### config.mk
export PLATFORM = sky130hd
export DESIGN_NAME = cbt_queue
export DESIGN_NICKNAME = d
export VERILOG_FILES = /design/src/rtl/core/cbt_pkg.sv /design/src/rtl/core/cbt_queue.sv
export SDC_FILE = /design/constraint.sdc
export NUM_CORES = 1
export LEC_CHECK = 0
export ABC_AREA = 1
export BUFFER_PORTS_ARGS = -buffer_cell sky130_fd_sc_hd__clkbuf_2
export CAP_MARGIN = 10
export CORE_MARGIN = 1
export CORE_UTILIZATION = 55
export CTS_CLUSTER_SIZE = 14
export DETAILED_ROUTE_END_ITERATION = 16
export HOLD_SLACK_MARGIN = 0.08
export PLACE_DENSITY = 0.85
export SYNTH_ARGS = -nofsm -noshare
export SYNTH_HDL_FRONTEND = slang
export SYNTH_SLANG_ARGS = --single-unit
### constraint.sdc
create_clock -name clk_i -period 20.7 [get_ports clk_i]
set_input_delay 6.21 -clock clk_i [delete_from_list [all_inputs] [get_ports clk_i]]
set_output_delay 6.21 -clock clk_i [all_outputs]
set_load 0.01 [all_outputs]
### src/rtl/core/cbt_pkg.sv
// ----------------------------------------------------------------------------
// cbt_pkg
// Shared types and constants for the cubic Bezier tessellator.
// ----------------------------------------------------------------------------
package cbt_pkg;

  localparam int CoordFracBits = 4;
  localparam int CoordW        = 16 + CoordFracBits;
  localparam int SegW          = 6;
  localparam int MinSegments   = 2;
  localparam int MaxSegments   = 63;
  localparam int TBits         = 16;
  localparam int TW            = TBits + 1;
  localparam int DivSteps      = TW;

  typedef logic signed [CoordW-1:0] coord_t;

  typedef struct packed {
    coord_t            start_x;
    coord_t            start_y;
    coord_t            ctrl1_x;
    coord_t            ctrl1_y;
    coord_t            ctrl2_x;
    coord_t            ctrl2_y;
    coord_t            end_x;
    coord_t            end_y;
    logic [SegW-1:0]   segment_count;
  } in_item_t;

  typedef struct packed {
    coord_t point_x;
    coord_t point_y;
    logic   last_point;
  } out_item_t;

  // curve with clamped count, plus t step = 65536 / n as quotient and remainder
  typedef struct packed {
    in_item_t         curve;
    logic [TBits-1:0] step_q;
    logic [SegW-1:0]  step_r;
  } entry_t;

  typedef struct packed {
    logic   valid;
    entry_t entry;
  } push_t;

endpackage

### src/rtl/core/cbt_queue.sv
// ----------------------------------------------------------------------------
// cbt_queue
// Two-entry queue of prepared curves between front and back.
// ----------------------------------------------------------------------------
module cbt_queue (
  input  logic            clk_i,
  input  logic            rst_ni,
  input  cbt_pkg::push_t  push_i,
  output logic            push_ready_o,
  output logic            pop_valid_o,
  output cbt_pkg::entry_t pop_entry_o,
  input  logic            pop_i
);

  cbt_pkg::entry_t mem_q [2];
  logic            wr_q, rd_q;
  logic [1:0]      cnt_q;
  logic            do_push, do_pop;

  assign push_ready_o = (cnt_q != 2'd2);
  assign pop_valid_o  = (cnt_q != 2'd0);
  assign do_push      = push_i.valid && push_ready_o;
  assign do_pop       = pop_i && pop_valid_o;
  assign pop_entry_o  = mem_q[rd_q];

  always_ff @(posedge clk_i or negedge rst_ni) begin
    if (!rst_ni) begin
      wr_q  <= 1'b0;
      rd_q  <= 1'b0;
      cnt_q <= 2'd0;
    end else begin
      if (do_push) wr_q <= !wr_q;
      if (do_pop)  rd_q <= !rd_q;
      cnt_q <= cnt_q + {1'b0, do_push} - {1'b0, do_pop};
    end
  end

  always_ff @(posedge clk_i) begin
    if (do_push) begin
      mem_q[wr_q] <= push_i.entry;
    end
  end

endmodule

Yosys cells after proc, flatten, opt, wreduce, memory -nomap -nowiden
Memory sizes are Yosys's and may differ from the RTL's.
Index checks and enable logic that the tools add are counted.
{"block": "word_totals", "elab_cells": 14, "inputBits": 192, "out_inout_bits": 190, "mem_bits_rw": 376, "ff_bits": 4, "mem_count": 1}
{"block": "op_classes", "reduce_logical": 5, "n_addsub": 2, "mux": 2, "n_eq_ne": 1}
{"name": "mem_q", "depth": 2, "word_bits": 188, "read_ports": 1, "rd_ports_with_merged_regs": 0, "wr": 1, "line_no": "cbt_queue.sv:15", "rtl": "cbt_pkg::entry_t mem_q [2];"}
{"op": "$add A2 B1 Y2", "count": 1}
{"op": "$logic_and A1 B1 Y1", "count": 2}
{"op": "$logic_not A1 Y1", "count": 2}
{"op": "$mux W1", "count": 2}
{"op": "$ne A2 B2 Y1 const B", "count": 1}
{"op": "$reduce_bool A2 Y1", "count": 1}
{"op": "$sub A2 B1 Y2", "count": 1}

Depth between registers and ports, before layout
Gate-level depths: netlist (run 1).
{"block": "depth", "word_depth": 4, "ltp_mapped": 12, "depth_no_buf": 12}

Least setup slack after synthesis (run 1)
Ideal clock, no wire load.
{"block": "synth_path", "path_kind": "input port to flip-flop", "start": "input push_i[188] (netlist name)", "end": "memory mem_q[1][0] (netlist name) (enable)", "n_path_buf": 0, "required_time_ns": 19.959, "setup_ns": 0.741, "arrival_ns": 14.135, "path_stages": 2, "path_slack_ns": 5.824, "path_cell_list": "nand2_1 nor2_1"}
{"block": "synth_via", "elab_chain_cells": 3}
{"item": "from (decl)", "line_no": "cbt_queue.sv:8", "rtl": "input cbt_pkg::push_t push_i,"}
{"item": "$logic_and A1 B1 Y1", "line_no": "cbt_queue.sv:22", "rtl": "assign do_push = push_i.valid && push_ready_o;"}
{"item": "$mux W1", "line_no": "cbt_queue.sv:39", "rtl": "if (do_push) begin"}
{"item": "$mux W1 (not written as such)", "line_no": "cbt_queue.sv:40", "rtl": "mem_q[wr_q] <= push_i.entry;"}
{"item": "to (decl)", "line_no": "cbt_queue.sv:15"}
No other way between the ends.

==> flow_summary.toml, run 1 <==
[timing]
tightest_slew_ns = 1.163
fin_crit_sh_pct = 47.31
maxSlewHeadroom_pct = 22.45
grt_setup_unrepaired = "false"
setup_violations = 0
whs_ns = 0.5836
tns_ns = 0
fmax_mhz = 102.1
setup_slack_ns = 10.91
final_max_slew_viol_count = 0
skew_ns = 0.01492
hold_viol = 0
final.min_clock_period_ns = 9.793

[yosys]
synth_top_flop_cell = "edfxtp_1"
synth_most_common_cell = "nand2_1"
syn_area_um2 = 13890
synthCells = 1013
ys_types = 15
synth_edf_count = 376
avgSynthCellArea_um2 = 13.71
ys_ff_latch = 380
yosysWarnings = 0
syn_nets = 1206
ys_top_cells_by_area = "edfxtp_1 (81%), nand2_1 (15%), buf_2 (0.87%)"
yosys-top-cells-count = "nand2_1 (573), edfxtp_1 (376), buf_2 (24)"
synth_top_area_share_pct = 81.31
synth_top_area_cell = "edfxtp_1"
yosysSeqAreaShare_pct = 82.03
synthArstFlopShare_pct = 1.053

[worst_hold_path]
hold_path_depth = 1
hold_path_class = "register to register"

[drt]
drc = 0
routedWlPerCell_um = 17.17
dr_total_vias = 8855
drt_iter0_drc = 715
firstDrtPassIters = 5
via_per_inst = 5.063
ant_nets = 0
routed_wl_um = 30030

[clocking]
cts_buffer_depth = 3
clk_pin_slew_ns = 0.06
cts_max_level = 2
cts_buffers = 37
cts_tree = "yes"
cts_hold_buf = 0
clk_latency_ns = 0.50
post_cts_buffers = 0
cts_num_sinks = 380
cts_root_buffer = "clkbuf_16"
cts.repair.resized = 0

[critical_path]
r2r_slack_ns = 17.75
crit_end = "pop_entry_o[66]"
rr_startpoint = "rd_q"
crit_required_ns = 14.49
crit_fanout = 106
start_kind = "register"
r2r_cells = 3
end_kind = "output port"
critPathKind = "register to output port"
crit_start = "rd_q"
crit_arrival_ns = 3.58
r2r-end = "rd_q"

[grt]
grt_pass1_vias = 8818
antenna_found_initial = 2
grt_max_degree = 107
grt.total_usage_pct = 22.90
grt_pass1_wl_um = 45080
grt_overflow = 0

[placed_design]
place_congestion = 0.7986
io_buffers = 381
post-place-ws_ns = 11.48
dp_hpwl_um = 19410

[finish]
drive_gt1_share_pct = 30.69
fin_nets = 1593
syn2layout_area_growth_pct = 23.08
fin_util_pct = 69.66

[floorplanning]
ioPinCount = 382
start_util_pct = 56.60
fp-row-count = 57
dieArea_um2 = 25890
die_w_um = 160.9
core_um2 = 24530
chipHeight_um = 160.9

[power]
cellLeakagePower_nw = 7.436
power_mw = 2.478
power_density_nw_per_um2 = 145.0
vdd_drop_max_mv = 0.1051

[status]
outcome = "completed"

[job]
maxCapViolations = 0
## cell families after synthesis
| kind of cell | synth area share, % |
|---|---|
| AO/OA/AOI/OAI | 0.07202 |
| XOR/XNOR | 0.06309 |
| adder cells (fa/ha/maj) | 0.09009 |
| buffers and inverters | 2.045 |
| flip-flops | 82.03 |
| AND/OR/NAND/NOR | 15.70 |
## metrics by stage
stage	area [um2]	std cells
floorplan	13890	1013
global placement	16030	1685
detailed placement	16030	1685
CTS	17090	1748
global route	17090	1748
finish	17090	1749
## report_power, final
group / switching [mW] / internal, mW / total, mW
Combinational: 0.520 / 0.240 / 0.760
Clock: 0.255 / 0.340 / 0.595
Sequential: 0.0721 / 1.05 / 1.12
## cell usage in the layout, fill, tap and decap left out
master,instances
clkbuf_16,37
nand3_1,2
nor2_4,2
inv_1,7
clkinv_2,5
clkbuf_2,381
a21oi_1,1
ha_1,1
diode_2,1
dfrtp_1,3
buf_4,8
nand2_1,573
bufinv_16,1
xor2_1,1
edfxtp_1,376
clkinv_1,9
o21ai_0,1
nor2_1,3
clkinvlp_4,1
dfrtp_4,1
clkbuf_1,10
inv_6,1
## layout make-up
class,instances,area [um2]
Timing Repair Buffer,389,1967
Multi-Input combinational cell,584,2226
Clock inverter,16,96.34
Tap cell,324,405.4
Inverter,8,35.03
Clock buffer,47,963.4
Sequential cell,380,11390
Fill cell,1605,7443
Antenna cell,1,2.502
## worst min path at each step
| stage | from | to | slack [ns] |
|---|---|---|---|
| final | cnt_q[0] | cnt_q[0] | 0.58 |
| after detailed placement | cnt_q[0] | cnt_q[0] | 0.57 |
| after global routing | cnt_q[0] | cnt_q[0] | 0.61 |
| after global placement | cnt_q[0] | cnt_q[0] | 0.53 |
| after CTS | cnt_q[0] | cnt_q[0] | 0.59 |
| after floorplan | wr_q | wr_q | 0.48 |
## routing by layer
metal  global-route usage, %  part of all wire, %  routed length, um
met5                       0                0.043                 13
met4                   8.962                  3.5               1059
met3                   6.534                  9.2               2771
met2                   41.61                   53              15840
met1                   25.19                   34              10340
## critical path: stages (launching register included)
cell and delay (ns):
dfrtp_4 0.84, inv_6 0.68, buf_4 0.89, nand2_1 0.15
nand2_1 0.15, clkbuf_2 0.14
## state kept, by name, indices dropped and copies added (netlist names)
signal and count:
cnt_q 2, mem_q 376, rd_q 1, wr_q 1
No activity file was read; power rests on OpenSTA's default activity.
==> inputs of run 2 (changes only) <==
Settings changed: ABC_AREA 1 to 0, CORE_UTILIZATION 55 to 52, PLACE_DENSITY 0.85 to 0.81.
Clock period 20.7 ns to 9.5 ns, I/O delays scaled along.
==> flow_summary.toml, run 2 <==
[critical_path]
start_kind = "register"
slowest_delay_ns = 0.75
r2r_cells = 4
crit_fanout = 154
rr_startpoint = "cnt_q[0]"
path_cells = "buf_12, mux2_2, clkbuf_2"
crit_required_ns = 6.65
slowest_stage = "dfrtp_4"
critPathKind = "register to output port"
crit_arrival_ns = 2.85
r2r-end = "mem_q[0][133]"
end_kind = "output port"
r2r_slack_ns = 6.55

[clocking]
clk_latency_ns = 0.51
cts_num_sinks = 380
cts_buffer_depth = 3
post_cts_buffers = 0
cts_root_buffer = "clkbuf_16"
cts_max_level = 2
cts_tree = "yes"
cts.repair.resized = 0
cts_hold_buf = 0
cts_buffers = 39
clk_pin_slew_ns = 0.06

[timing]
final.min_clock_period_ns = 5.704
fmax_mhz = 175.3
final_max_slew_viol_count = 0
hold_viol = 0
fin_crit_sh_pct = 60.04
setup_violations = 0
tightest_slew_ns = 1.308
tns_ns = 0
grt_setup_unrepaired = "false"
maxSlewHeadroom_pct = 12.78
whs_ns = 0.5964
skew_ns = 0.01043

[drt]
routedWlPerCell_um = 19.63
drc = 0
firstDrtPassIters = 5
via_per_inst = 5.193
ant_nets = 0
drt_iter0_drc = 506
dr_total_vias = 7167
routed_wl_um = 27080

[yosys]
syn_nets = 800
synth_most_common_cell = "edfxtp_1"
ys_types = 19
syn_area_um2 = 14200
ys_top_cells_by_area = "edfxtp_1 (80%), mux2_4 (11%), mux2_2 (7.0%)"
synth_top_area_cell = "edfxtp_1"
synth_edf_count = 376
ys_ff_latch = 380
synthCells = 607
yosys-top-cells-count = "edfxtp_1 (376), mux2_4 (100), mux2_2 (88)"
synthArstFlopShare_pct = 1.053
yosysSeqAreaShare_pct = 80.23
yosysWarnings = 0
synth_top_area_share_pct = 79.53
avgSynthCellArea_um2 = 23.39
synth_top_flop_cell = "edfxtp_1"

[grt]
grt_max_degree = 155
antenna_found_initial = 0
grt_overflow = 0
grt.total_usage_pct = 18.98
grt_pass1_vias = 7432
grt_pass1_wl_um = 39990

[worst_hold_path]
hp-start = "wr_q"
min_delay_worst_endpoint = "wr_q"
hold_path_depth = 1
hold_path_class = "register to register"

[finish]
final_cell_mix = "clkbuf_2 (381), edfxtp_1 (376), mux2_4 (100)"
reg_top3 = "mem_q x376, cnt_q x2"
final_common_cell = "clkbuf_2"
largest_reg_flops = 376
diodes = 0
fillers = 1830
fin_nets = 1204
syn2layout_area_growth_pct = 23.96
drive_gt1_share_pct = 60.44
top_register = "mem_q"

[placed_design]
place_congestion = 0.7458
dp_hpwl_um = 17810
io_buffers = 381

[floorplanning]
fp-row-count = 60
core_um2 = 26880
ioPinCount = 382
chipHeight_um = 167.2
start_util_pct = 52.83
die_w_um = 167.2
dieArea_um2 = 27970

[power]
vdd_drop_max_mv = 0.2427
power_density_nw_per_um2 = 313.1
cellLeakagePower_nw = 6.940

[job]
maxCapViolations = 0

[status]
outcome = "completed"
-- run 2: changes by cell type in the layout (fill, tap and decap cells not counted), sizes merged, moves of 2 or more --
cell / before / now
xnor2: 0 / 3
buf: 8 / 3
nor2: 5 / 3
clkbuf: 428 / 424
nand2: 573 / 2
inv: 8 / 1
mux2: 0 / 188
clkinv: 14 / 22
-- run 2: routing by layer --
| metal | global-route usage (%) | vias up | routed length (um) |
|---|---|---|---|
| met4 | 7.339 | 0 | 818 |
| met5 | 0 | - | 0 |
| li1 | - | 3240 | - |
| met3 | 6.405 | 60 | 2407 |
| met2 | 34.53 | 322 | 14070 |
| met1 | 20.26 | 3545 | 9784 |
-- run 2: worst max path at each step --
stage                            from               to  slack, ns  depth (start not counted)
final                            rd_q  pop_entry_o[19]       3.80                          3
after CTS                        rd_q  pop_entry_o[19]       3.86                          3
after global placement    push_i[188]    mem_q[0][125]       4.31                          4
after global routing             rd_q   pop_entry_o[0]       3.66                          3
after detailed placement  push_i[188]    mem_q[0][161]       4.24                          4
after floorplan           push_i[188]      mem_q[0][0]       1.22                          2
-- run 2: per-stage QoR --
stage	cell area, um2	power (mW)	util (%)	instances	worst slack (ns)
finish	17600	5.510	65.48	1380	3.796
detailed placement	16410	4.155	61.08	1311	4.241
floorplan	14200	3.630	-	607	1.222
global placement	16410	4.104	61.08	1311	4.312
CTS	17600	5.559	65.48	1380	3.855
global route	17600	5.731	65.48	1380	3.662
-- run 2: cell type report --
cell class                      count  area (um2)  share of cell area (%)
Multi-Input combinational cell    206        2626                   14.92
Clock inverter                     26       151.4                  0.8602
Timing Repair Buffer              384        1967                   11.18
Clock buffer                       43        1033                   5.872
Tap cell                          341       426.7                   2.424
Sequential cell                   380       11390                   64.74
-- run 2: power breakdown --
group          switching (mW)  internal [mW]  total (mW)  leakage [nW]
sequential              0.119           2.30        2.42          3.54
combinational           0.878          0.815        1.69          2.82
clock                   0.591          0.809        1.40         0.576
total                    1.59           3.92        5.51          6.94
-- run 2: cells by family (layout without fill, tap and decap cells) --
group,count (synthesis),count (layout),synth area share (%)
muxes,188,188,17.56
xor gates and xnor gates,3,3,0.1851
adders and majority gates,1,1,0.08811
DFF,380,380,80.23
and+or+nand+nor,11,11,0.4143
AOI/OAI and AO/OA,3,3,0.1674
buffers and inverters,21,453,1.357
-- run 2: worst max-delay path, delay by kind of cell, from the launching register on --
kind     cells  cell delay [ns]
mux          1             0.45
flops        1             0.75
buf+inv      2             0.72
