<file path="src/rtl/core/cbt_pkg.sv">
// ----------------------------------------------------------------------------
// cbt_pkg
// Shared types and constants for the cubic Bezier tessellator.
// ----------------------------------------------------------------------------
package cbt_pkg;

  localparam int CoordFracBits = 4;
  localparam int CoordW        = 16 + CoordFracBits;
  localparam int SegW          = 6;
  localparam int MinSegments   = 2;
  localparam int MaxSegments   = 63;
  localparam int TBits         = 16;
  localparam int TW            = TBits + 1;
  localparam int DivSteps      = TW;

  typedef logic signed [CoordW-1:0] coord_t;

  typedef struct packed {
    coord_t            start_x;
    coord_t            start_y;
    coord_t            ctrl1_x;
    coord_t            ctrl1_y;
    coord_t            ctrl2_x;
    coord_t            ctrl2_y;
    coord_t            end_x;
    coord_t            end_y;
    logic [SegW-1:0]   segment_count;
  } in_item_t;

  typedef struct packed {
    coord_t point_x;
    coord_t point_y;
    logic   last_point;
  } out_item_t;

  // curve with clamped count, plus t step = 65536 / n as quotient and remainder
  typedef struct packed {
    in_item_t         curve;
    logic [TBits-1:0] step_q;
    logic [SegW-1:0]  step_r;
  } entry_t;

  typedef struct packed {
    logic   valid;
    entry_t entry;
  } push_t;

endpackage

</file>
<file path="src/rtl/core/cbt_front.sv">
// ----------------------------------------------------------------------------
// cbt_front
// Accepts curves, clamps the segment count and finds the t step with a
// bit-serial divider.
// ----------------------------------------------------------------------------
module cbt_front (
  input  logic              clk_i,
  input  logic              rst_ni,
  input  logic              in_valid_i,
  output logic              in_stall_o,
  input  cbt_pkg::in_item_t in_item_i,
  input  logic              push_ready_i,
  output cbt_pkg::push_t    push_o
);

  localparam logic [1:0] StIdle = 2'd0;
  localparam logic [1:0] StDiv  = 2'd1;
  localparam logic [1:0] StPush = 2'd2;
  localparam int CntW = $clog2(cbt_pkg::DivSteps);

  logic [1:0]                 state_q, state_d;
  logic [CntW-1:0]            cnt_q, cnt_d;
  logic [cbt_pkg::SegW-1:0]   rem_q, rem_d;
  logic [cbt_pkg::TW-1:0]     quo_q, quo_d;
  cbt_pkg::in_item_t          item_q, item_d;
  logic [cbt_pkg::SegW-1:0]   n_clamp;
  logic [cbt_pkg::SegW:0]     rem_sh;
  logic                       ge;
  logic                       accept;

  assign in_stall_o = (state_q != StIdle);
  assign accept     = in_valid_i && !in_stall_o;

  always_comb begin
    if (in_item_i.segment_count < cbt_pkg::SegW'(cbt_pkg::MinSegments)) begin
      n_clamp = cbt_pkg::SegW'(cbt_pkg::MinSegments);
    end else if (in_item_i.segment_count > cbt_pkg::SegW'(cbt_pkg::MaxSegments)) begin
      n_clamp = cbt_pkg::SegW'(cbt_pkg::MaxSegments);
    end else begin
      n_clamp = in_item_i.segment_count;
    end
  end

  // dividend is 2^TBits: only the first bit shifted in is a one
  assign rem_sh = {rem_q, (cnt_q == '0)};
  assign ge     = rem_sh >= {1'b0, item_q.segment_count};

  always_comb begin
    state_d = state_q;
    cnt_d   = cnt_q;
    rem_d   = rem_q;
    quo_d   = quo_q;
    item_d  = item_q;
    case (state_q)
      StIdle: begin
        if (accept) begin
          item_d               = in_item_i;
          item_d.segment_count = n_clamp;
          cnt_d                = '0;
          rem_d                = '0;
          quo_d                = '0;
          state_d              = StDiv;
        end
      end
      StDiv: begin
        rem_d = ge ? cbt_pkg::SegW'(rem_sh - {1'b0, item_q.segment_count})
                   : cbt_pkg::SegW'(rem_sh);
        quo_d = {quo_q[cbt_pkg::TW-2:0], ge};
        cnt_d = cnt_q + 1'b1;
        if (cnt_q == CntW'(cbt_pkg::DivSteps - 1)) begin
          state_d = StPush;
        end
      end
      StPush: begin
        if (push_ready_i) begin
          state_d = StIdle;
        end
      end
      default: state_d = StIdle;
    endcase
  end

  always_ff @(posedge clk_i or negedge rst_ni) begin
    if (!rst_ni) begin
      state_q <= StIdle;
      cnt_q   <= '0;
    end else begin
      state_q <= state_d;
      cnt_q   <= cnt_d;
    end
  end

  always_ff @(posedge clk_i) begin
    rem_q  <= rem_d;
    quo_q  <= quo_d;
    item_q <= item_d;
  end

  assign push_o.valid        = (state_q == StPush);
  assign push_o.entry.curve  = item_q;
  assign push_o.entry.step_q = quo_q[cbt_pkg::TBits-1:0];
  assign push_o.entry.step_r = rem_q;

endmodule

</file>
<file path="config.mk">
export PLATFORM = sky130hd
export DESIGN_NAME = cbt_front
export DESIGN_NICKNAME = d
export VERILOG_FILES = /design/src/rtl/core/cbt_pkg.sv /design/src/rtl/core/cbt_front.sv
export SDC_FILE = /design/constraint.sdc
export NUM_CORES = 1
export LEC_CHECK = 0
export ABC_CLOCK_PERIOD_IN_PS = 25400
export BUFFER_PORTS_ARGS = -buffer_cell sky130_fd_sc_hd__buf_4
export CORE_AREA = 2 2 139 141
export CTS_CLUSTER_DIAMETER = 100
export DETAILED_ROUTE_END_ITERATION = 10
export DIE_AREA = 0 0 141 143
export GPL_TIMING_DRIVEN = 0
export PLACE_DENSITY = 0.65
export SETUP_SLACK_MARGIN = 0.2
export SYNTH_ARGS = -nofsm -noshare
export SYNTH_HDL_FRONTEND = slang
export SYNTH_SLANG_ARGS = --single-unit
</file>
<file path="constraint.sdc">
create_clock -name clk_i -period 25.4 [get_ports clk_i]
set_input_delay 5.08 -clock clk_i [delete_from_list [all_inputs] [get_ports clk_i]]
set_output_delay 5.08 -clock clk_i [all_outputs]
set_load 0.02 [all_outputs]
</file>
Word-level counts from Yosys, hierarchy flattened

Index checks and enable logic that the tools add are counted.

Register bits after elaboration: 195
Latch bits: 0
RAM bits: 0
Memory bits (read-only): 0
Bits of input ports: 170
Output and inout port bits: 190
Logic and storage cells: 47
Memories: 0

Add/sub/neg operators: 2
$mul: 0
Div/mod/pow operators: 0
$lt $le $gt $ge: 3
Equality and inequality tests: 6
Shift operators: 0
Mux-type cells: 12
Bitwise logic cells: 0
Reduce and logical (&&, ||, !) cells: 10

Operators by type and width:

| kind                                                                  | number |
|---|---|
| 16-bit one-hot mux with 2 select lines                                | 1 |
| 6-bit two-way mux                                                     | 3 |
| 16-bit two-way mux                                                    | 1 |
| 6-bit one-hot mux with 2 select lines                                 | 1 |
| 5-bit one-hot mux with 2 select lines                                 | 1 |
| 7-bit by 6-bit >= comparator with 1-bit output                        | 1 |
| 6-bit greater-than comparator (second input constant)                 | 1 |
| 6-bit by 2-bit < comparator with 1-bit output (second input constant) | 1 |
| 2-bit two-way mux                                                     | 3 |
| 2-bit != test (second input constant)                                 | 3 |
| 2-bit one-hot mux with 3 select lines                                 | 1 |
| 6-bit subtractor                                                      | 1 |
| 5-bit by 1-bit adder with 5-bit output (second input constant)        | 1 |
| 5-bit == test (second input constant)                                 | 1 |
| 5-bit zero test                                                       | 1 |
| 5-bit two-way mux                                                     | 1 |
| 2-bit AND reduction                                                   | 2 |
| 2-bit nonzero test                                                    | 2 |
| 3-bit AND reduction                                                   | 1 |
| 2-bit by 1-bit == test with 1-bit output (second input constant)      | 1 |
| 2-bit == test (second input constant)                                 | 1 |
| 2-bit zero test                                                       | 1 |
| 2-bit OR reduction                                                    | 1 |
| 1-bit logical AND                                                     | 1 |
| 1-bit zero test                                                       | 1 |

Depth between registers and ports, before layout

Gate-level depths: netlist (run 1).

Depth after elaboration: 5
Depth in mapped cells: 10
Gate-level depth less buffers: 10

Worst setup path after synthesis (run 1)

OpenSTA, ideal clock, no wires.

Path type: input to register
From: input port in_valid_i
To: register item_q (netlist bit push_o[100]), enable pin
Setup time: 0.696 ns
Data arrival time: 11.976 ns
Required time: 24.704 ns
Path slack: 12.728 ns
Stages: 2
Buffers on the path: 0
Cells stage by stage: inv_1 nor2_1

Longest elaborated chain between the ends: 2

Ends and longest elaborated chain:

| what                          | line            | RTL |
|---|---|---|
| start: declaration            | cbt_front.sv:9  | `input logic in_valid_i,` |
| 1-bit logical AND             | cbt_front.sv:32 | `assign accept = in_valid_i && !in_stall_o;` |
| 2-bit AND reduction (no line) | n/a             |  |
| end signal: assignment        | cbt_front.sv:96 | `item_q <= item_d;` |
| end: declaration              | cbt_front.sv:25 | `cbt_pkg::in_item_t item_q, item_d;` |

Every way passes these cells.
A chain may end at the register's enable or synchronous reset.

Worst setup path in the final report (run 1)

From: register state_q[1]
To: output port in_stall_o

Longest elaborated chain between the ends: 1

Ends and longest elaborated chain:

| what                     | line            | RTL |
|---|---|---|
| start: declaration       | cbt_front.sv:21 | `logic [1:0] state_q, state_d;` |
| start signal: assignment | cbt_front.sv:85 | `state_q <= StIdle;` |
| start signal: assignment | cbt_front.sv:88 | `state_q <= state_d;` |
| 2-bit nonzero test       | cbt_front.sv:31 | `assign in_stall_o = (state_q != StIdle);` |
| end: declaration         | cbt_front.sv:10 | `output logic in_stall_o,` |

Every way passes these cells.

==> reports/qor.csv, run 1 <==
metric,value,unit
run_status,"finished, final reports clean",
synth_edf_count,188,
core,18600,um2
p_leak,4.26,nW
fin_nets,866,
dpl.hpwl,13.7,mm
vias_per_cell,4.47,
die_y,143,um
grt_pass1_vias,4446,
hp-class,reg -> reg,
end_kind,output port,
synthToLayoutAreaGrowth,57.0,%
h-tree-depth,4,
ys_types,33,
ctsLongestPathBuffers,2,
cts_buffers,17,
cts.sinks,195,
nFillCells,1490,
drv_cap,0,
grtUsageTotal,16.8,%
die_area,20200,um2
dpl.cell_count,901,
yosysTopAreaCellShare,86.6,%
finalHoldViolations,0,
grt_max_degree,40,
min_period,6.42,ns
clock_latency,0.43,ns
yosys-top-cells-area,"edfxtp_1 87%, dfrtp_1 2.7%, ha_1 1.7%",
setup_viol,0,
initial_core_util,35.1,%
die_w,141,um
crit_type,reg -> out,
route.detailed.drc,0,
dr.pass1.iters,4,
io_buffer_count,359,
wl_per_cell,18.7,um
ctsHoldBuffers,0,
antenna_found_initial,0,
grt_pass1_wl,25.0,mm
netlist.top_cell.by_area,edfxtp_1,
ios,360,
synth_nets,483,
whs_path_depth,1,
start_kind,flip-flop,
syn_area,6520,um2
path_clk_slew,0.07,ns
finalCritPeriodShare,25.3,%
fmax,156,MHz
synth_seq_area_share,89.3,%
cp.arrival,1.34,ns
required,20.32,ns
num_vias,4169,
layout-drive-gt1-share,57.2,%
worstMarginPinSlew,0.907,ns
slew_violations,0,
relSlewSlack,39.5,%
cts_tree,yes,
fin_cells,933,
synthCells,303,
gp_congestion,0.852,
power_density,98.5,nW/um2
finalSetupTns,0,ns
rsz0062_at_grt,no,
ir_drop,45.8,uV
ys.flop_type,edfxtp_1,
cts_root_buf,clkbuf_16,
skew,0.0158,ns
worstRegToRegCells,9,
yosysWarnings,0,
ctsResizeCount,0,
avgSynthCellArea,21.5,um2
fin_util,55.1,%
synth-seq-cells,195,
pre_cts_ws,19.00,ns
ys_async_sr_fraction,3.59,%
fp-row-count,50,
ant_nets,0,
path_max_fanout,5,
cts_setup_buffers,0,
overflow,0,
drt_iter0_drc,194,
diodes,0,
setup_slack,18.98,ns
wirelength,17.4,mm
==> registers in the layout, summed over array words and instances (netlist names) <==
| name | count |
|---|---|
| state_q | 2 |
| cnt_q | 5 |
| quo_q | 16 |
| push_o | 166 |
| rem_q | 6 |
==> synthesized netlist by cell type (all sizes together) (2+ instances only) <==
cell and count:
inv 12, ha 9, a21o 4, nor2 8, nand2 6, nand3 5, mux2i 2, xnor2 3
a21oi 2, o21a 3, nand2b 3, edfxtp 188, o21ai 9, nor2b 4, a211oi 3, clkbuf 7
dfrtp 7, and2 16
==> cell type report <==
type	instances	area, um2	share of cell area [%]
Tap cell	234	293	2.86
Timing Repair Buffer	364	2800	27.3
Clock inverter	15	195	1.91
Multi-Input combinational cell	89	634	6.20
Buffer	7	26.3	0.257
Clock buffer	17	425	4.16
Sequential cell	195	5820	56.9
Inverter	12	45.0	0.440
==> report_power, final <==
part           switching, mW  leakage [nW]  internal [mW]
Combinational          0.156          2.11          0.121
Clock                  0.128         0.300          0.150
Sequential            0.0246          1.85          0.428
Total                  0.309          4.26          0.699
==> final timing paths <==
check                      slack, ns       start          to
max in group asynchronous      20.81      rst_ni    cnt_q[2]
min in group asynchronous       4.46      rst_ni    cnt_q[0]
hold / removal                  0.55    cnt_q[2]    cnt_q[2]
setup reg to reg               22.95    cnt_q[0]    rem_q[5]
hold reg to reg                 0.55    cnt_q[2]    cnt_q[2]
setup / recovery               18.98  state_q[1]  in_stall_o
==> through the flow <==
step / total power, mW / hold slack [ns] / instance area (um2)
CTS: 1.02 / 0.558 / 10200
global placement: 0.739 / 0.528 / 9510
finish: 1.01 / 0.554 / 10200
global route: 1.05 / 0.586 / 10200
floorplan: 0.615 / 0.494 / 6520
detailed placement: 0.740 / 0.550 / 9610
==> logic make-up (layout without fill, tap and decap cells) <==
group / Yosys count / count (layout) / synth area share (%)
fa+ha+maj: 10 / 10 / 2.03
simple gates: 46 / 46 / 3.97
compound gates: 27 / 27 / 2.76
mux: 2 / 2 / 0.307
flops: 195 / 195 / 89.3
xor+xnor: 4 / 4 / 0.538
buf+inv: 19 / 415 / 1.09
==> per-layer routing <==
layer	wire [um]	GRT usage (%)	up-vias	part of all wire (%)
li1	-	-	1921	-
met1	6500	19.4	2011	37
met2	8960	27.9	202	51
met3	1450	6.94	35	8.3
met4	508	7.32	0	2.9
met5	0	0	-	0
==> cells in the final DEF, fill, tap and decap left out, drive strengths merged, types with 3 or more instances in the layout <==
cell type | Yosys | final
nor2b | 4 | 4
clkbuf | 7 | 24
o21ai | 9 | 9
dfrtp | 7 | 7
edfxtp | 188 | 188
inv | 12 | 17
clkinv | 0 | 7
buf | 0 | 364
nor2 | 8 | 8
o21a | 3 | 3
a211oi | 3 | 3
nand2b | 3 | 3
xnor2 | 3 | 3
nand2 | 6 | 6
and2 | 16 | 16
ha | 9 | 9
a21o | 4 | 4
nand3 | 5 | 5
==> worst max-delay path: stages, from the launching register on <==
cell and delay [ns]:
dfrtp_1 0.40, or2_2 0.34, buf_4 0.17
No activity file was read; power rests on OpenSTA's default activity.
==> inputs of run 2 (changes only) <==
Settings changed: ABC_CLOCK_PERIOD_IN_PS 25400 to 6340.
Clock period 25.4 ns to 6.34 ns, I/O delays scaled along.
==> run 2 against run 1 <==
  * Design area fell by 0.38%
  * Cell count fell by 0.11%
  * Global-route usage fell by 1.2 points
  * Largest power group unchanged
  * Sequential share of layout area rose by 0.22 points
  * Power rose to 4.0 times the previous value
  * Critical endpoint unchanged
  * First-iteration DRC count rose by 32%
==> reports/qor.csv, run 2 (synthesis results as in run 1) <==
metric,value,unit,change
top_usage_layer,met2,,
met3_usage,6.71,%,-0.23 points
initial_core_util,35.1,%,unchanged
cts_root_buf,clkbuf_16,,
h-tree-depth,4,,unchanged
end_kind,output port,,
p_comb_share,27.6,%,about the same
final_common_cell,buf_4,,
power_density,392,nW/um2,+300%
rsz0062_at_grt,no,,
die_y,143,um,unchanged
path_max_fanout,5,,unchanged
mostFrequentLayoutCells,"359 x buf_4, 188 x edfxtp_1, 17 x clkbuf_16",,
route.detailed.drc,0,,unchanged
pwr-share-clk,26.9,%,-0.7 points
use_met2,26.2,%,-1.7 points
synthToLayoutAreaGrowth,56.4,%,
dpl.hpwl,12.7,mm,-7.4%
antenna_found_initial,0,,unchanged
fin_nets,865,,-0.12%
finalCritPeriodShare,41.2,%,
cp.arrival,1.35,ns,about the same
finalHoldViolations,0,,unchanged
pre_cts_ws,3.26,ns,-15.74 ns
drv_cap,0,,unchanged
seq_power_share,45.5,%,+0.6 points
ctsLongestPathBuffers,2,,unchanged
min_period,2.61,ns,
hp-class,reg -> reg,,
worstMarginPinSlew,0.926,ns,+0.0188 ns
die_w,141,um,unchanged
overflow,0,,unchanged
crit_type,reg -> out,,
grt_pass1_vias,4266,,-4.0%
dr.pass1.iters,4,,unchanged
wl_per_cell,17.6,um,-5.7%
fin_util,54.9,%,-0.21 points
rrSetupSlack,3.94,ns,-19.01 ns
ctsResizeCount,0,,unchanged
wirelength,16.4,mm,-5.8%
ant_nets,0,,unchanged
start_kind,flip-flop,,
grt_pass1_wl,23.5,mm,-6.1%
required,5.07,ns,-15.25 ns
cts_tree,yes,,
fp-row-count,50,,unchanged
cts_buffers,17,,unchanged
core,18600,um2,unchanged
layout-drive-gt1-share,57.2,%,-0.061 points
drt_iter0_drc,257,,+32%
clock_latency,0.43,ns,about the same
p_sw,1.24,mW,+300%
num_vias,4145,,-0.58%
relSlewSlack,38.2,%,-1.3 points
path_clk_slew,0.07,ns,about the same
die_area,20200,um2,unchanged
largest_reg_flops,166,,unchanged
skew,0.00931,ns,-0.00653 ns
p_leak,4.24,nW,-0.36%
cts.sinks,195,,unchanged
ir_drop,179,uV,+290%
use_met1,17.9,%,-1.4 points
ios,360,,unchanged
slew_violations,0,,unchanged
diodes,0,,unchanged
grtUsageTotal,15.7,%,-1.2 points
setup_viol,0,,unchanged
ctsHoldBuffers,0,,unchanged
cts_setup_buffers,0,,unchanged
setup_slack,3.73,ns,-15.26 ns
run_status,"finished, final reports clean",,
grt_max_degree,39,,-2.5%
vias_per_cell,4.45,,-0.47%
io_buffer_count,359,,unchanged
switching_share,31.0,%,+0.36 points
fmax,382,MHz,
gp_congestion,0.837,,-1.7%
p_int,2.76,mW,+290%
==> run 2: cell types whose count changed in the layout (fill, tap and decap cells not counted), sizes merged <==
| cell | change |
|---|---|
| buf | -1 |
| bufinv | -1 |
| clkbuf | +1 |
| clkinvlp | -1 |
| inv | +1 |
==> run 2: worst max-delay path: stages (launching register included) <==
cell,delay (ns)
dfrtp_1,0.41
or2_2,0.34
buf_4,0.17
==> run 2: worst paths after layout <==
| kind | startpoint | cells after the start | to |
|---|---|---|---|
| worst min-delay path | quo_q[9] | 1 | quo_q[10] |
| worst max-delay path | state_q[1] | 2 | in_stall_o |
| min in group asynchronous | rst_ni | 1 | state_q[1] |
| max in group asynchronous | rst_ni | 1 | cnt_q[4] |
| worst min register to register | quo_q[9] | 1 | quo_q[10] |
| worst max register to register | cnt_q[0] | 9 | rem_q[5] |
==> run 2: final cells by class <==
cell class              instances  area (um2)
plain buffers                   7        26.3
clock buffers                  18         429
clock inverters                14         173
fillers                      1490        8380
inverters                      12        45.0
multi-input cells              89         634
flip-flops and latches        195        5820
well taps                     234         293
repair buffers                363        2780
==> run 2: stage by stage <==
step	std cells	hold WS [ns]	area [um2]	power, mW	TNS (ns)
floorplan	303	0.494	6520	2.45	0
global placement	896	0.523	9510	2.94	-199.47
detailed placement	900	0.544	9590	2.96	0
CTS	932	0.560	10200	4.04	0
global route	932	0.581	10200	4.18	0
finish	932	0.556	10200	4.00	0
==> run 2: power groups by stage <==
| stage | registers (mW) | logic, mW | clock network, mW |
|---|---|---|---|
| 2_1_floorplan | 2.11 | 0.335 | 0 |
| 5_1_grt | 1.84 | 1.19 | 1.15 |
| 4_1_cts | 1.82 | 1.12 | 1.10 |
| 3_3_place_gp | 1.87 | 1.07 | 0 |
| 3_5_place_dp | 1.85 | 1.12 | 0 |
| 6_report | 1.82 | 1.11 | 1.08 |
==> run 2: layer usage <==
metal	vias up	wire (um)
li1	1918	-
met1	1980	6010
met2	217	8390
met3	30	1630
met4	0	367
met5	-	0
==> inputs of run 3 (changes only) <==
Settings changed: ABC_AREA set to 1, ABC_CLOCK_PERIOD_IN_PS 6340 to 2230, CORE_AREA 2 2 139 141 to 2 2 140 142, DIE_AREA 0 0 141 143 to 0 0 142 144, PLACE_DENSITY 0.65 to 0.68.
Clock period 6.34 ns to 2.23 ns, I/O delays scaled along.
==> run 3 against run 2 <==
  * Clock power increased to 2.8 times the previous value
  * Clock skew about the same
  * Critical path depth increased by 10
  * Design area increased by 2.4%
  * Worst hold slack got worse by 0.37 ns
  * Combinational power increased to 4.0 times the previous value
  * Non-clock buffer count increased by 8
  * Global-route usage increased by 0.83 points
  * Synthesized cell count increased by 20%
  * Wire length increased by 7.8%
  * Critical path type is now reg -> reg
  * Critical endpoint is now rem_q[4]
==> reports/qor.csv, run 3 <==
metric,value,unit,change
run_status,"finished, final reports clean",,
synthCells,365,,+20%
finalCritPeriodShare,95.9,%,
h-tree-depth,4,,unchanged
path_cells,inv_2 > ha_4 > nand4_1 > ha_2 > fa_2 > nand3b_1 > nand2_1 > nand2_1 > nand2_1 > nand2_1 > nand2_1 > nor2_1,,
cts.sinks,195,,unchanged
finalHoldViolations,0,,unchanged
die_y,144,um,+0.70%
wl_met3,1.57,mm,-3.8%
required,2.41,ns,-2.66 ns
grtUsageTotal,16.5,%,+0.83 points
netlist.top_cell.by_area,edfxtp_1,,
route.detailed.drc,0,,unchanged
worstMarginPinSlew,0.396,ns,-0.529 ns
crit-reg2reg-launch,cnt_q[1],,
final_common_cell,buf_4,,
end_kind,flip-flop,,
skew,0.00916,ns,-0.000150 ns
slowest_delay,0.41,ns,about the same
drt_iter0_drc,187,,-27%
wirelength,17.7,mm,+7.8%
ys.flop_type,edfxtp_1,,
synth-seq-cells,195,,unchanged
routed-wl-met2,9.28,mm,+11%
ys_types,24,,-27%
path_max_fanout,3,,-2
dr.pass1.iters,6,,+2
crit_top_cell,nand2_1,,
crit_type,reg -> reg,,
synthToLayoutAreaGrowth,57.2,%,
ys_async_sr_fraction,3.59,%,unchanged
worst_hold_slack,0.190,ns,-0.366 ns
core,19100,um2,+2.7%
grt_pass1_wl,24.4,mm,+4.1%
wl_met1,6.54,mm,+8.8%
mostFrequentLayoutCells,"366 x buf_4, 188 x edfxtp_1, 39 x inv_1",,
cp-endpoint,rem_q[4],,
io_buffer_count,359,,unchanged
fin_util,54.7,%,-0.14 points
overflow,0,,unchanged
yosysTopAreaCellShare,85.0,%,-1.6 points
nFillCells,1588,,+6.6%
ant_nets,0,,unchanged
grt_max_degree,37,,-5.1%
die_w,142,um,+0.71%
slew_violations,0,,unchanged
worstRegToRegCells,12,,+3
synth_seq_area_share,87.6,%,-1.7 points
wl_per_cell,17.5,um,-0.26%
layout-drive-gt1-share,55.7,%,-1.4 points
cp.arrival,2.32,ns,+0.97 ns
ios,360,,unchanged
synth_edf_count,188,,unchanged
ctsLongestPathBuffers,2,,unchanged
cp_slowest_cell,dfrtp_1,,
num_vias,4377,,+5.6%
yosys-top-cells-area,"edfxtp_1 85%, dfrtp_1 2.6%, inv_1 2.4%",,
largest_reg_flops,166,,unchanged
path_clk_slew,0.08,ns,about the same
synthTopCellsByCount,"188 x edfxtp_1, 43 x inv_1, 38 x nand2_1, 38 x nor2_1, 9 x ha_1",,
grt_pass1_vias,4364,,+2.3%
avgSynthCellArea,18.2,um2,-15%
fp-row-count,51,,+2.0%
yosysMostFrequentCell,edfxtp_1,,
power_density,1240,nW/um2,+220%
dpl.hpwl,13.7,mm,+7.9%
yosysWarnings,0,,unchanged
gp_congestion,0.783,,-6.5%
fin_nets,936,,+8.2%
vias_per_cell,4.35,,-2.3%
ir_drop,518,uV,+190%
rrSetupSlack,0.09,ns,-3.85 ns
start_kind,flip-flop,,
hp-class,in -> reg,,
clock_latency,0.43,ns,about the same
routed.top_layer,met4,,
syn_area,6640,um2,+1.9%
setup_viol,0,,unchanged
drv_cap,0,,unchanged
relSlewSlack,73.6,%,+35 points
fmax,467,MHz,
p_leak,4.47,nW,+5.4%
antenna_found_initial,1,,+1
cts_tree,yes,,
r2r-end,rem_q[4],,
cts_buffers,17,,unchanged
min_period,2.14,ns,
cts_root_buf,clkbuf_16,,
die_area,20400,um2,+1.4%
cp-startpoint,cnt_q[1],,
synth_nets,545,,+13%
initial_core_util,34.8,%,-0.26 points
rsz0062_at_grt,yes,,
-- run 3: changes by cell type after synthesis, moves of 4 or more --
| cell | change |
|---|---|
| nor2_1 | +30 |
| nand3b_1 | +4 |
| a21o_1 | -4 |
| and2_1 | -15 |
| inv_1 | +31 |
| nand2_1 | +32 |
-- run 3: report_power, final --
group | switching (mW) | internal, mW | total [mW]
registers | 0.340 | 5.17 | 5.51
logic | 2.71 | 1.77 | 4.48
clock network | 1.41 | 1.58 | 2.98
-- run 3: cell families (layout without fill, tap and decap cells) --
logic type / Yosys count / count (layout) / synth area share [%]
other cells: 0 / 1 / 0
xor+xnor: 2 / 2 / 0.264
compound gates: 12 / 12 / 1.11
simple gates: 96 / 96 / 6.18
buf+inv: 50 / 453 / 2.84
fa+ha+maj: 10 / 10 / 2.00
flops: 195 / 195 / 87.6
-- run 3: final cells by class --
cell class	instances	area, um2	share of cell area (%)
antenna	1	2.50	0.0240
multi-input combinational	120	702	6.72
timing repair buffer	372	2860	27.4
clock buffer	17	425	4.07
sequential	195	5820	55.7
inverter	44	165	1.58
tap	238	298	2.85
buffer	6	23.8	0.228
clock inverter	14	148	1.41
-- run 3: through the flow --
step	cell area [um2]	setup WS, ns	instances	power [mW]	TNS [ns]
6_report	10400	0.0906	1007	13.0	0
5_1_grt	10400	-0.0521	1006	13.7	-0.0521
4_1_cts	10400	0.0542	1003	13.0	0
3_5_place_dp	9750	-0.0416	967	9.89	-0.0416
3_3_place_gp	9650	-3.16	962	9.78	-472.34
2_1_floorplan	6660	-1.91	365	7.95	-263.84
-- run 3: worst min-delay path by stage --
| stage | startpoint | endpoint | slack (ns) | cells after the start |
|---|---|---|---|---|
| after floorplan | rst_ni | cnt_q[0] | 0.15 | 0 |
| after global placement | rst_ni | state_q[1] | 0.27 | 1 |
| after detailed placement | rst_ni | cnt_q[4] | 0.27 | 1 |
| after CTS | in_item_i[35] | push_o[57] | 0.17 | 1 |
| after global routing | in_item_i[99] | push_o[121] | 0.16 | 1 |
| final | in_item_i[63] | push_o[85] | 0.19 | 1 |
-- run 3: critical path: cells and delay by family, from the launching register on --
kind / cells / cell delay [ns]
buffers and inverters: 1 / 0.10
adders and majority gates: 3 / 0.75
and+or+nand+nor: 8 / 0.64
DFF: 1 / 0.41
-- run 3: timing repair --
item	4_1_cts	5_1_grt
buffers inserted	4	3
endpoints found under the setup margin	35	7
endpoints found under the hold margin	7	0
pin swaps	2	8
hold buffers	1	0
resized for setup	2	13
-- run 3: metal layers --
metal / global-route usage (%) / vias to the layer above
li1: - / 2083
met1: 19.1 / 2089
met2: 27.5 / 184
met3: 7.02 / 21
met4: 6.00 / 0
met5: 0 / -
